==> config.mk <==
export PLATFORM = sky130hd
export DESIGN_NAME = utf8_stream_sanitizer
export DESIGN_NICKNAME = d
export VERILOG_FILES = /design/src/design/utss_pkg.sv /design/src/design/utss_front.sv /design/src/design/utss_fifo.sv /design/src/design/utss_back.sv /design/src/design/utf8_stream_sanitizer.sv
export SDC_FILE = /design/constraint.sdc
export NUM_CORES = 1
export LEC_CHECK = 0
export ABC_CLOCK_PERIOD_IN_PS = 3050
export BUFFER_PORTS_ARGS = -buffer_cell sky130_fd_sc_hd__buf_2
export CAP_MARGIN = 20
export CORE_ASPECT_RATIO = 0.5
export CORE_MARGIN = 2
export CORE_UTILIZATION = 56
export CTS_CLUSTER_DIAMETER = 40
export DETAILED_ROUTE_END_ITERATION = 6
export GPL_ROUTABILITY_DRIVEN = 1
export HOLD_SLACK_MARGIN = 0.08
export PLACE_DENSITY = 0.87
export SLEW_MARGIN = 15
export SYNTH_ARGS = -nofsm -noshare
export SYNTH_HDL_FRONTEND = slang
export SYNTH_SLANG_ARGS = --single-unit
==> constraint.sdc <==
create_clock -name clk -period 3.05 [get_ports clk]
set_input_delay 0.61 -clock clk [delete_from_list [all_inputs] [get_ports clk]]
set_output_delay 0.61 -clock clk [all_outputs]
set_load 0.05 [all_outputs]
==> src/design/utss_pkg.sv <==
`timescale 1ns / 1ps
`default_nettype none

package utss_pkg;

	// longest well-formed sequence, in bytes
	localparam int unsigned RUN_MAX = 4;

	localparam logic [7:0] ASCII_LIMIT = 8'h80;
	localparam logic [7:0] LEAD2_MIN   = 8'hC2;
	localparam logic [7:0] LEAD2_MAX   = 8'hDF;
	localparam logic [7:0] LEAD3_MIN   = 8'hE0;
	localparam logic [7:0] LEAD3_MAX   = 8'hEF;
	localparam logic [7:0] LEAD4_MIN   = 8'hF0;
	localparam logic [7:0] LEAD4_MAX   = 8'hF4;
	localparam logic [1:0] CONT_TAG    = 2'b10;

	localparam logic [2:0] LEN_BAD  = 3'd0;
	localparam logic [2:0] LEN_ONE  = 3'd1;
	localparam logic [2:0] LEN_TWO  = 3'd2;
	localparam logic [2:0] LEN_THR  = 3'd3;
	localparam logic [2:0] LEN_FOUR = 3'd4;

	// a finished run of bytes, first byte in lane 0
	typedef struct packed {
		logic [RUN_MAX-1:0][7:0] bytes;
		logic [1:0]              last_idx;
	} run_t;

	function automatic logic [2:0] lead_len(input logic [7:0] b);
		logic [2:0] len;
		len = LEN_BAD;
		if (b < ASCII_LIMIT) begin
			len = LEN_ONE;
		end else if (b >= LEAD2_MIN && b <= LEAD2_MAX) begin
			len = LEN_TWO;
		end else if (b >= LEAD3_MIN && b <= LEAD3_MAX) begin
			len = LEN_THR;
		end else if (b >= LEAD4_MIN && b <= LEAD4_MAX) begin
			len = LEN_FOUR;
		end
		return len;
	endfunction

endpackage

`default_nettype wire

==> src/design/utss_front.sv <==
`timescale 1ns / 1ps
`default_nettype none

module utss_front
	import utss_pkg::*;
(
	input  wire logic       clk,
	input  wire logic       arst_n,
	input  wire logic       data_valid,
	output logic            data_ready,
	input  wire logic [7:0] data_byte,
	input  wire logic       end_of_stream,
	input  wire logic       run_full,
	output logic            run_push,
	output run_t            run_data
);

	logic [7:0] held_q [3];
	logic [1:0] held_count_q;
	logic [2:0] needed_length_q;

	logic [1:0] held_count_d;
	logic [2:0] needed_length_d;
	logic       held_wr;
	logic [1:0] held_wr_idx;
	logic       emit;
	logic       accept;
	logic       is_cont;
	logic [2:0] lead;

	assign data_ready = !run_full;
	assign accept     = data_valid && data_ready;
	assign is_cont    = (data_byte[7:6] == CONT_TAG);
	assign lead       = lead_len(data_byte);
	assign run_push   = accept && emit;

	always_comb begin
		held_count_d    = held_count_q;
		needed_length_d = needed_length_q;
		held_wr         = 1'b0;
		held_wr_idx     = held_count_q;
		emit            = 1'b0;
		run_data.bytes[0] = (held_count_q > 2'd0) ? held_q[0] : data_byte;
		run_data.bytes[1] = (held_count_q > 2'd1) ? held_q[1] : data_byte;
		run_data.bytes[2] = (held_count_q > 2'd2) ? held_q[2] : data_byte;
		run_data.bytes[3] = data_byte;
		run_data.last_idx = held_count_q;

		if (is_cont) begin
			// orphan continuation falls through with no change
			if (needed_length_q != 3'd0 && held_count_q != 2'd0) begin
				if ({1'b0, held_count_q} + 3'd1 == needed_length_q) begin
					emit            = 1'b1;
					held_count_d    = 2'd0;
					needed_length_d = 3'd0;
				end else if (held_count_q != 2'd3) begin
					held_wr      = 1'b1;
					held_count_d = held_count_q + 2'd1;
				end else begin
					held_count_d    = 2'd0;
					needed_length_d = 3'd0;
				end
			end
		end else begin
			held_count_d    = 2'd0;
			needed_length_d = 3'd0;
			if (lead == LEN_ONE) begin
				emit              = 1'b1;
				run_data.bytes    = {RUN_MAX{data_byte}};
				run_data.last_idx = 2'd0;
			end else if (lead != LEN_BAD) begin
				held_wr         = 1'b1;
				held_wr_idx     = 2'd0;
				held_count_d    = 2'd1;
				needed_length_d = lead;
			end
		end

		if (end_of_stream) begin
			held_count_d    = 2'd0;
			needed_length_d = 3'd0;
		end
	end

	always_ff @(posedge clk or negedge arst_n) begin
		if (!arst_n) begin
			held_count_q    <= 2'd0;
			needed_length_q <= 3'd0;
		end else if (accept) begin
			held_count_q    <= held_count_d;
			needed_length_q <= needed_length_d;
		end
	end

	always_ff @(posedge clk) begin
		if (accept && held_wr) begin
			held_q[held_wr_idx] <= data_byte;
		end
	end

	// an open sequence always holds at least its lead and fewer bytes than it needs
	a_open_has_lead: assert property (@(posedge clk) disable iff (!arst_n)
		(needed_length_q != 3'd0) |-> (held_count_q != 2'd0
			&& {1'b0, held_count_q} < needed_length_q))
		else $error("open sequence with bad held count");

	a_idle_holds_none: assert property (@(posedge clk) disable iff (!arst_n)
		(needed_length_q == 3'd0) |-> (held_count_q == 2'd0))
		else $error("bytes held with no open sequence");

	a_no_len_one: assert property (@(posedge clk) disable iff (!arst_n)
		needed_length_q != LEN_ONE)
		else $error("single-byte length left open");

endmodule

`default_nettype wire

==> src/design/utss_fifo.sv <==
`timescale 1ns / 1ps
`default_nettype none

module utss_fifo
	import utss_pkg::*;
#(
	parameter int unsigned DEPTH = 4
) (
	input  wire logic clk,
	input  wire logic arst_n,
	input  wire logic push,
	input  run_t      push_data,
	output logic      full,
	input  wire logic pop,
	output logic      head_valid,
	output run_t      head_data
);

	localparam int unsigned PTR_W = (DEPTH > 1) ? $clog2(DEPTH) : 1;
	localparam int unsigned CNT_W = $clog2(DEPTH + 1);

	run_t             slot_q [DEPTH];
	logic [PTR_W-1:0] wr_ptr_q;
	logic [PTR_W-1:0] rd_ptr_q;
	logic [CNT_W-1:0] count_q;

	assign full       = (count_q == CNT_W'(DEPTH));
	assign head_valid = (count_q != '0);
	assign head_data  = slot_q[rd_ptr_q];

	function automatic logic [PTR_W-1:0] bump(input logic [PTR_W-1:0] p);
		return (p == PTR_W'(DEPTH - 1)) ? '0 : p + 1'b1;
	endfunction

	always_ff @(posedge clk or negedge arst_n) begin
		if (!arst_n) begin
			wr_ptr_q <= '0;
			rd_ptr_q <= '0;
			count_q  <= '0;
		end else begin
			if (push) begin
				wr_ptr_q <= bump(wr_ptr_q);
			end
			if (pop) begin
				rd_ptr_q <= bump(rd_ptr_q);
			end
			if (push && !pop) begin
				count_q <= count_q + 1'b1;
			end else if (pop && !push) begin
				count_q <= count_q - 1'b1;
			end
		end
	end

	always_ff @(posedge clk) begin
		if (push) begin
			slot_q[wr_ptr_q] <= push_data;
		end
	end

	a_no_overflow: assert property (@(posedge clk) disable iff (!arst_n)
		push |-> !full)
		else $error("push into full run queue");

	a_no_underflow: assert property (@(posedge clk) disable iff (!arst_n)
		pop |-> head_valid)
		else $error("pop from empty run queue");

endmodule

`default_nettype wire

==> src/design/utss_back.sv <==
`timescale 1ns / 1ps
`default_nettype none

module utss_back
	import utss_pkg::*;
(
	input  wire logic       clk,
	input  wire logic       arst_n,
	input  wire logic       head_valid,
	input  run_t            head_data,
	output logic            pop,
	output logic            result_valid,
	input  wire logic       result_ready,
	output logic [7:0]      out_byte,
	output logic            last_of_run
);

	logic                    run_valid_q;
	logic [RUN_MAX-1:0][7:0] run_bytes_q;
	logic [1:0]              run_left_q;
	logic                    out_load;
	logic                    run_done;

	assign out_load = run_valid_q && (!result_valid || result_ready);
	assign run_done = out_load && (run_left_q == 2'd0);
	// refill the run register in the same cycle its last word leaves
	assign pop      = head_valid && (!run_valid_q || run_done);

	always_ff @(posedge clk or negedge arst_n) begin
		if (!arst_n) begin
			run_valid_q  <= 1'b0;
			run_left_q   <= 2'd0;
			result_valid <= 1'b0;
		end else begin
			if (pop) begin
				run_valid_q <= 1'b1;
				run_left_q  <= head_data.last_idx;
			end else if (run_done) begin
				run_valid_q <= 1'b0;
			end else if (out_load) begin
				run_left_q <= run_left_q - 2'd1;
			end

			if (out_load) begin
				result_valid <= 1'b1;
			end else if (result_ready) begin
				result_valid <= 1'b0;
			end
		end
	end

	always_ff @(posedge clk) begin
		if (pop) begin
			run_bytes_q <= head_data.bytes;
		end else if (out_load) begin
			run_bytes_q <= {8'h00, run_bytes_q[RUN_MAX-1:1]};
		end
		if (out_load) begin
			out_byte    <= run_bytes_q[0];
			last_of_run <= (run_left_q == 2'd0);
		end
	end

	a_idle_takes_run: assert property (@(posedge clk) disable iff (!arst_n)
		(!run_valid_q && head_valid) |=> run_valid_q)
		else $error("waiting run not picked up");

endmodule

`default_nettype wire

==> src/design/utf8_stream_sanitizer.sv <==
// utf8_stream_sanitizer: passes only complete UTF-8 sequences from a byte stream.
// Input channel data_valid/data_ready carries one word per item: data_byte and
// end_of_stream (drop any partial sequence once this byte is handled).
// Output channel result_valid/result_ready carries one word per emitted byte:
// out_byte and last_of_run, set on the final word produced by one input word.
// ASCII goes out alone; a 2- to 4-byte sequence is held until complete and then
// goes out as one run. Bad leads, orphan continuations and interrupted or
// unfinished sequences are dropped without output.
// Throughput: one input word per cycle while the run queue has room and one
// output word per cycle while the receiver is ready, runs streamed back to
// back from the run register.
// Path: a run completed by an input word is written to the run queue at the
// accepting edge, then goes through the run register and the output register.
// When the receiver stalls the run queue fills; data_ready falls once
// FIFO_DEPTH finished runs are waiting. Words that only extend a sequence are
// still taken while the queue has room.
// Reset clears the held sequence, the run queue and the output valid.
`timescale 1ns / 1ps
`default_nettype none

module utf8_stream_sanitizer
	import utss_pkg::*;
#(
	parameter int unsigned FIFO_DEPTH = 4
) (
	input  wire logic       clk,
	input  wire logic       arst_n,
	input  wire logic       data_valid,
	output logic            data_ready,
	input  wire logic [7:0] data_byte,
	input  wire logic       end_of_stream,
	output logic            result_valid,
	input  wire logic       result_ready,
	output logic [7:0]      out_byte,
	output logic            last_of_run
);

	run_t run_in;
	run_t run_head;
	logic run_push;
	logic run_full;
	logic run_pop;
	logic run_avail;

	utss_front u_front (
		.clk           (clk),
		.arst_n        (arst_n),
		.data_valid    (data_valid),
		.data_ready    (data_ready),
		.data_byte     (data_byte),
		.end_of_stream (end_of_stream),
		.run_full      (run_full),
		.run_push      (run_push),
		.run_data      (run_in)
	);

	utss_fifo #(
		.DEPTH (FIFO_DEPTH)
	) u_fifo (
		.clk        (clk),
		.arst_n     (arst_n),
		.push       (run_push),
		.push_data  (run_in),
		.full       (run_full),
		.pop        (run_pop),
		.head_valid (run_avail),
		.head_data  (run_head)
	);

	utss_back u_back (
		.clk          (clk),
		.arst_n       (arst_n),
		.head_valid   (run_avail),
		.head_data    (run_head),
		.pop          (run_pop),
		.result_valid (result_valid),
		.result_ready (result_ready),
		.out_byte     (out_byte),
		.last_of_run  (last_of_run)
	);

endmodule

`default_nettype wire

=== After elaboration in Yosys (flattened, before gate mapping) ===
Memories as Yosys holds them, arrays and structs flattened.
Cells that the tools add are included.

* Logic and storage cells: 127
* RAM bits: 160
* Output and inout bits: 11
* Memories kept: 2
* Input port bits: 13
* Flip-flop bits (word level): 57

* Reductions and logical operators: 31
* Magnitude comparators: 10
* Equal/unequal tests: 10
* $add $sub $neg: 7
* Muxes and demuxes: 53

{| class="wikitable"
|+ Memory list
! name !! depth !! width !! rd ports !! clocked after Yosys merged registers in !! wr ports !! RTL line !! source
|-
| u_fifo.slot_q || 4 || 34 || 1 || 0 || 1 || utss_fifo.sv:22 || <nowiki>run_t slot_q [DEPTH];</nowiki>
|-
| u_front.held_q || 3 || 8 || 3 || 0 || 1 || utss_front.sv:18 || <nowiki>logic [7:0] held_q [3];</nowiki>
|}

{| class="wikitable"
|+ Operators by type and width
! operator !! count
|-
| 32-bit 2-to-1 mux || 2
|-
| 26-bit 2-to-1 mux || 2
|-
| 3-bit 2-to-1 mux || 13
|-
| 2-bit 2-to-1 mux || 14
|-
| 8-bit >= comparator (second input constant) || 3
|-
| 8-bit <= comparator (second input constant) || 3
|-
| 8-bit 2-to-1 mux || 3
|-
| 1-bit 2-to-1 mux || 19
|-
| 1-bit logical AND || 12
|-
| 2-bit nonzero test || 5
|-
| 3-bit nonzero test || 3
|-
| 8-bit less-than comparator (second input constant) || 1
|-
| 2-bit by 1-bit adder with 2-bit output (second input constant) || 3
|-
| 2-bit equality test (second input constant) || 3
|-
| 1-bit zero test || 5
|-
| 2-bit by 1-bit > comparator with 1-bit output (second input constant) || 2
|-
| 2-bit != test (second input constant) || 2
|-
| 4-bit != test (second input constant) || 1
|-
| 2-bit AND reduction || 2
|-
| 2-bit by 1-bit adder with 3-bit output (second input constant) || 1
|-
| 3-bit by 1-bit adder with 3-bit output (second input constant) || 1
|-
| 3-bit by 1-bit equality test with 1-bit output (second input constant) || 1
|-
| 3-bit equality test || 1
|-
| 3-bit equality test (second input constant) || 1
|-
| other kinds (7) || 8
|}

=== Logic depth before layout (Yosys ltp) ===
* Word-level depth: 14
* Gate-level depth with buffers: 13

=== Modules after synthesis ===
Synthesis repeated with hierarchy kept, for this count alone.

* Cells, all modules: 454
* Area, all modules: 8869.8 µm²

{| class="wikitable"
|+ Modules (own cells, without submodules)
! module !! times used !! cells an instance !! area an instance (µm²)
|-
| utss_fifo || 1 || 215 || 5373.9
|-
| utss_back || 1 || 104 || 1851.8
|-
| utss_front || 1 || 135 || 1644.1
|}

=== Worst setup path before layout ===
Ideal clock, no wire load.

* Kind: register to register
* From: register u_front.held_count_q[0]
* To: memory u_fifo.slot_q[0][0] in the netlist's numbering, enable pin
* Period minus slack after synthesis: 2.868 ns
* Data required time: 2.656 ns
* Slack: 0.182 ns
* Path buffers: 0
* Arrival time: 2.473 ns
* Library setup time: 0.394 ns
* Stages on the path, launching flop included: 7
* Cell sequence: dfrtp_1 -> inv_1 -> ha_1 -> xnor2_1 -> nand4_1 -> o22ai_4 -> and2_1

* Word-level cells in the longest chain between the ends: 8
* Elaborated cells between the ends (all ways): 10

{| class="wikitable"
|+ RTL lines
! element !! RTL line !! source
|-
| start, declared || utss_front.sv:19 || <nowiki>logic [1:0] held_count_q;</nowiki>
|-
| start signal, assigned || utss_front.sv:90 || <nowiki>held_count_q <= held_count_d;</nowiki>
|-
| 2-bit by 1-bit adder with 3-bit output || utss_front.sv:52 || <nowiki>if ({1'b0, held_count_q} + 3'd1 == needed_length_q) begin</nowiki>
|-
| 3-bit equality test || utss_front.sv:52 ||
|-
| 1-bit 2-to-1 mux || utss_front.sv:52 ||
|-
| 1-bit 2-to-1 mux * || utss_front.sv:51 || <nowiki>if (needed_length_q != 3'd0 && held_count_q != 2'd0) begin</nowiki>
|-
| 1-bit 2-to-1 mux * || utss_front.sv:49 || <nowiki>if (is_cont) begin</nowiki>
|-
| 1-bit logical AND * || utss_front.sv:35 || <nowiki>assign run_push = accept && emit;</nowiki>
|-
| net run_push || utf8_stream_sanitizer.sv:40 || <nowiki>logic run_push;</nowiki>
|-
| 1-bit 2-to-1 mux * || utss_fifo.sv:56 || <nowiki>if (push) begin</nowiki>
|-
| 1-bit 2-to-1 mux (implied by the code) * || utss_fifo.sv:57 || <nowiki>slot_q[wr_ptr_q] <= push_data;</nowiki>
|-
| end, declared || utss_fifo.sv:22 ||
|}

The timed path passes the listed nets; every way through them passes the cells marked *.

=== Final worst setup path ===
* From: register u_front.held_count_q[0]
* To: register u_fifo.count_q[2]

* Word-level cells in the longest chain between the ends: 9
* Elaborated cells between the ends (all ways): 13

{| class="wikitable"
|+ RTL lines
! element !! RTL line !! source
|-
| 2-bit by 1-bit adder with 3-bit output || utss_front.sv:52 ||
|-
| 3-bit equality test || utss_front.sv:52 ||
|-
| 1-bit 2-to-1 mux || utss_front.sv:52 ||
|-
| 1-bit 2-to-1 mux * || utss_front.sv:51 ||
|-
| 1-bit 2-to-1 mux * || utss_front.sv:49 ||
|-
| 1-bit logical AND * || utss_front.sv:35 ||
|-
| net run_push || utf8_stream_sanitizer.sv:40 ||
|-
| 1-bit zero test || utss_fifo.sv:49 || <nowiki>end else if (pop && !push) begin</nowiki>
|-
| 1-bit logical AND || utss_fifo.sv:49 ||
|-
| 2-bit nonzero test (no line) || - ||
|-
| end signal, assigned || utss_fifo.sv:48 || <nowiki>count_q <= count_q + 1'b1;</nowiki>
|-
| end signal, assigned || utss_fifo.sv:50 || <nowiki>count_q <= count_q - 1'b1;</nowiki>
|-
| end, declared || utss_fifo.sv:25 || <nowiki>logic [CNT_W-1:0] count_q;</nowiki>
|}

Marks and branches as above.
A chain may end at the register's enable or synchronous reset.

==> results summary <==
The antenna cell count is 0. The setup path with the least slack is of type reg2reg. From bottom edge to top edge, the die measures 91.9 microns. The final routed wirelength across all metal layers came out at 16400 microns. The switching part of the total came out at 26.4%. The number of global-route vias before repair is 4460. The total CTS buffers came out at 19. By count the netlist is led by sky130_fd_sc_hd__edfxtp_1, sky130_fd_sc_hd__mux2_2, sky130_fd_sc_hd__mux4_2, sky130_fd_sc_hd__dfrtp_1. The number of cells produced by synthesis is between 400 and 500.

The area of the core is 15300 sq um. After synthesis, the largest family of logic cells by area is multiplexers. The final routed wire length divided by cell count is 23.6 microns.

The category of the worst setup path capture point is a flop. The final-report hold violation count is 0. Along the worst hold path, the cell count comes to 0. Of all nets on the critical path, the largest fanout is 6.

The number of antenna violations at the first check in global routing came out at 0. The die footprint is 16500 sq um. The highest achievable clock rate came out at 341 MHz. In the global route stage, overall resource usage came out at 20.5%.

The launch point of the worst reg-to-reg path is u_front.held_count_q[0]$_DFFE_PN0P_. In this run the count of I/O pins placed on the die edge is 24. The path with the worst hold slack has its endpoint at u_back.out_byte[4]$_DFFE_PP_. In this run the critical register-to-register path is captured at u_fifo.count_q[2]$_DFFE_PN0P_. The net count after synthesis came out at approximately 450. The setup slack after layout came out at ~110 ps.

The number of iterations in the first detailed-routing pass is 5. The detail-routed via count per cell is 6.11. The maximum number of buffers from clock root to sink is 3.

The total setup violations reported at the end of the flow came out at 0. The part of the cycle the worst path needs is 96.2%. TritonCTS built the clock tree. The largest net degree at the start of global routing came out at 38. The post-placement setup slack is 42.4 ps. The total count of max-transition violations in the final report came to 0.

The remaining global-route overflow is 0. The worst register-to-register path has a depth of 10. The proportion of synthesized area in mux cells is 15.6%. The worst min-delay path startpoint is u_back.run_bytes_q[4]$_DFFE_PP_. The first global-routing pass estimated 25500 microns of wire. By area the synthesized netlist is led by sky130_fd_sc_hd__edfxtp_1, sky130_fd_sc_hd__mux4_2, sky130_fd_sc_hd__mux2_2. The xor/xnor cell area share of the yosys netlist is less than 1%. The total chip power came out at 8730 uW.

Setup slack on the worst reg-to-reg path comes out at 110 ps. The number of placed instances, taps included, is 656. The H-tree level count came out at 1. The share of async-settable or async-resettable flops after synthesis is 7.37%. The congestion estimate from routability-driven global placement came to 0.792. The count of synthesis-stage warnings from yosys is 0. For this run, the leading register cell type out of synthesis is sky130_fd_sc_hd__edfxtp_1. The horizontal die dimension is approximately 180 microns. CTS placed an instance of sky130_fd_sc_hd__clkbuf_16 at the clock tree root.

The routed layout has 4251 vias. The arrival time of data at the critical path endpoint came out at about 3300 ps. The tree built by TritonCTS fans out to 217 sinks. The worst setup path is launched from a flop.

The post-synthesis sequential element count came out at between 200 and 250. The area growth from synthesis to final layout is 14.3%. Once detail routing completed, the nets flagged for antenna violations numbered 0.

After Yosys synthesis, full adders, half adders and majority gates account for 1.82% of the synthesized area. The post-synthesis compound-gate area fraction came out at 2.13%. The cell area after technology mapping is 8640 sq um. The simple-gate share of the synthesized area came out at 3.89%. The transition time of the tightest slew-check pin came out at approximately 690 ps. The part of the total power dissipated in the clock network came out at 29.6%. The clock latency on the worst-skew pair is roughly 480 ps.

Summed over all instances, the cell type with the most area after synthesis is sky130_fd_sc_hd__edfxtp_1. In the final design database the tool counted 505 nets. The clock transition time at the flip-flop clock pins of the worst setup and hold paths is 70 ps. The site row count came out at 32. Summed over all cells, the static leakage comes to about 0.0034 uW.

The max-capacitance violation count is 0. Registers are responsible for approximately 47% of the overall power. The worst hold path belongs to the class reg2reg.

In the routed design, unresolved DRC markers number 0. The total power density per cell area is 884 nW/um^2. The starting DRC count in detailed routing came out at 450. The headroom to the max-slew limit came out at 53.8%. The most numerous cell in the Yosys netlist is sky130_fd_sc_hd__edfxtp_1.

Port buffering added 23 buffers. The internal power of the cells totals 6430 uW. The run finished with clean final reports. The count of flip-flops with a built-in enable after synthesis came out at 201. STA puts the critical path data required time at approximately 3500 ps. The utilization of the core after routing came out at 64.8%. The placed wire-length estimate is 8750 microns.

The top-area cell type share of the netlist area came out at between 60% and 70%. The final worst clock skew is about 8 ps. In this run, the combinational gates consume 23.2% of the power. The finished layout holds 696 standard cells, fillers aside. The average cell area after synthesis came out at 20.2 sq um. The clock period minus worst slack is 2940 ps. The starting density of the core is 56.7%.

The switching power came out at 2300 uW. The sequential element share of the synthesized area came out at 74.5%. VDD sags by at most 0.423 mV. The post-route netlist has 34.1% of its cells at a drive strength greater than 1. The count of distinct cell types in the synthesized netlist came out at 45.
==> registers in the layout, summed over array words and instances, names as in the netlist <==
name	count
u_front.held_q	24
u_front.needed_length_q	3
u_fifo.count_q	3
u_back.run_bytes_q	32
u_fifo.wr_ptr_q	2
u_fifo.rd_ptr_q	2
u_back.result_valid	1
u_fifo.slot_q	136
u_back.last_of_run	1
u_back.run_valid_q	1
u_back.run_left_q	2
u_front.held_count_q	2
u_back.out_byte	8
==> critical path, cell delays in order (launching register included) <==
cell and delay (ps):
sky130_fd_sc_hd__dfrtp_1 460, sky130_fd_sc_hd__ha_2 260, sky130_fd_sc_hd__xnor2_1 230, sky130_fd_sc_hd__or4b_1 520
sky130_fd_sc_hd__o22ai_4 220, sky130_fd_sc_hd__ha_1 230, sky130_fd_sc_hd__inv_1 70, sky130_fd_sc_hd__fa_1 430
sky130_fd_sc_hd__xor2_1 170, sky130_fd_sc_hd__nor2_1 120, sky130_fd_sc_hd__xor2_1 160
==> what timing repair did <==
action | in CTS | in global routing
buffers inserted | 0 | 6
resized for setup | 1 | 1
endpoints found under the hold margin | 16 | 0
pin swaps | 0 | 2
hold buffers | 1 | 0
endpoints found under the setup margin | 1 | 1
==> cell type report <==
type / count / area [sq um]
fillers: 888 / 5370
clock buffers: 21 / 483
clock inverters: 12 / 180
repair buffers: 46 / 365
flip-flops and latches: 217 / 6440
well taps: 204 / 255
multi-input cells: 183 / 2110
inverters: 13 / 48.8
==> power groups by stage <==
stage	clock network [uW]	registers (uW)	logic (uW)
2_1_floorplan	0	4220	1380
3_3_place_gp	0	4140	1910
3_5_place_dp	0	4170	1980
4_1_cts	2600	4130	2020
5_1_grt	2710	4170	2190
6_report	2580	4120	2030
==> per-layer routing <==
layer  part of all wire, %  global-route usage [%]
met1                    42                    28.3
met2                    49                    33.7
met3                   6.6                    3.53
met4                   3.1                    7.11
met5                     0                       0
==> logic make-up (layout without fill, tap and decap cells) <==
family	count (synthesis)	in the layout
fa+ha+maj	12	12
simple gates	58	58
xor+xnor	7	7
flops	217	217
buf+inv	28	92
compound gates	20	20
mux	86	86
==> placed cells by master, fill, tap and decap left out, types with 2 or more instances in the layout <==
cell type                   netlist  layout
sky130_fd_sc_hd__or3_1            2       2
sky130_fd_sc_hd__nand2b_1         3       3
sky130_fd_sc_hd__mux4_2          34      34
sky130_fd_sc_hd__buf_12           0       6
sky130_fd_sc_hd__clkbuf_1         7       2
sky130_fd_sc_hd__nand2_1         11      11
sky130_fd_sc_hd__nand3_1          3       3
sky130_fd_sc_hd__nor4_1           2       2
sky130_fd_sc_hd__xor2_1           3       3
sky130_fd_sc_hd__dfrtp_1         16      15
sky130_fd_sc_hd__ha_1            11      10
sky130_fd_sc_hd__o211ai_1         4       4
sky130_fd_sc_hd__nand4_1          2       2
sky130_fd_sc_hd__inv_1           13      13
sky130_fd_sc_hd__clkinv_1         0       4
sky130_fd_sc_hd__xnor2_1          4       3
sky130_fd_sc_hd__clkbuf_16        0      19
sky130_fd_sc_hd__buf_2            7      23
sky130_fd_sc_hd__clkinv_2         0       3
sky130_fd_sc_hd__nor2_1          11      11
sky130_fd_sc_hd__mux2_2          51      51
sky130_fd_sc_hd__buf_4            1      16
sky130_fd_sc_hd__and2_1          13      13
sky130_fd_sc_hd__nor3_1           4       4
sky130_fd_sc_hd__bufinv_16        0       5
sky130_fd_sc_hd__edfxtp_1       201     201
==> worst max-delay path by stage <==
stage	startpoint	endpoint	slack, ps
after floorplan	u_front.held_count_q[0]$_DFFE_PN0P_	u_fifo.slot_q[0][0]$_DFFE_PP_	180
after global placement	u_front.held_count_q[1]$_DFFE_PN0P_	u_fifo.count_q[2]$_DFFE_PN0P_	230
after detailed placement	u_front.held_count_q[1]$_DFFE_PN0P_	u_fifo.count_q[2]$_DFFE_PN0P_	40
after CTS	u_front.held_count_q[1]$_DFFE_PN0P_	u_fifo.count_q[2]$_DFFE_PN0P_	110
after global routing	u_front.held_count_q[0]$_DFFE_PN0P_	u_fifo.count_q[2]$_DFFE_PN0P_	-20
final	u_front.held_count_q[0]$_DFFE_PN0P_	u_fifo.count_q[2]$_DFFE_PN0P_	110
==> metrics by stage <==
stage | cell area (sq um) | hold slack (ps) | setup TNS, ps
2_1_floorplan | 8640 | 314 | 0
3_3_place_gp | 9150 | 403 | 0
3_5_place_dp | 9150 | 405 | 0
4_1_cts | 9830 | 420 | 0
5_1_grt | 9880 | 438 | -23.5
6_report | 9880 | 418 | 0
Note: power is estimated with default switching activity, not from simulation.
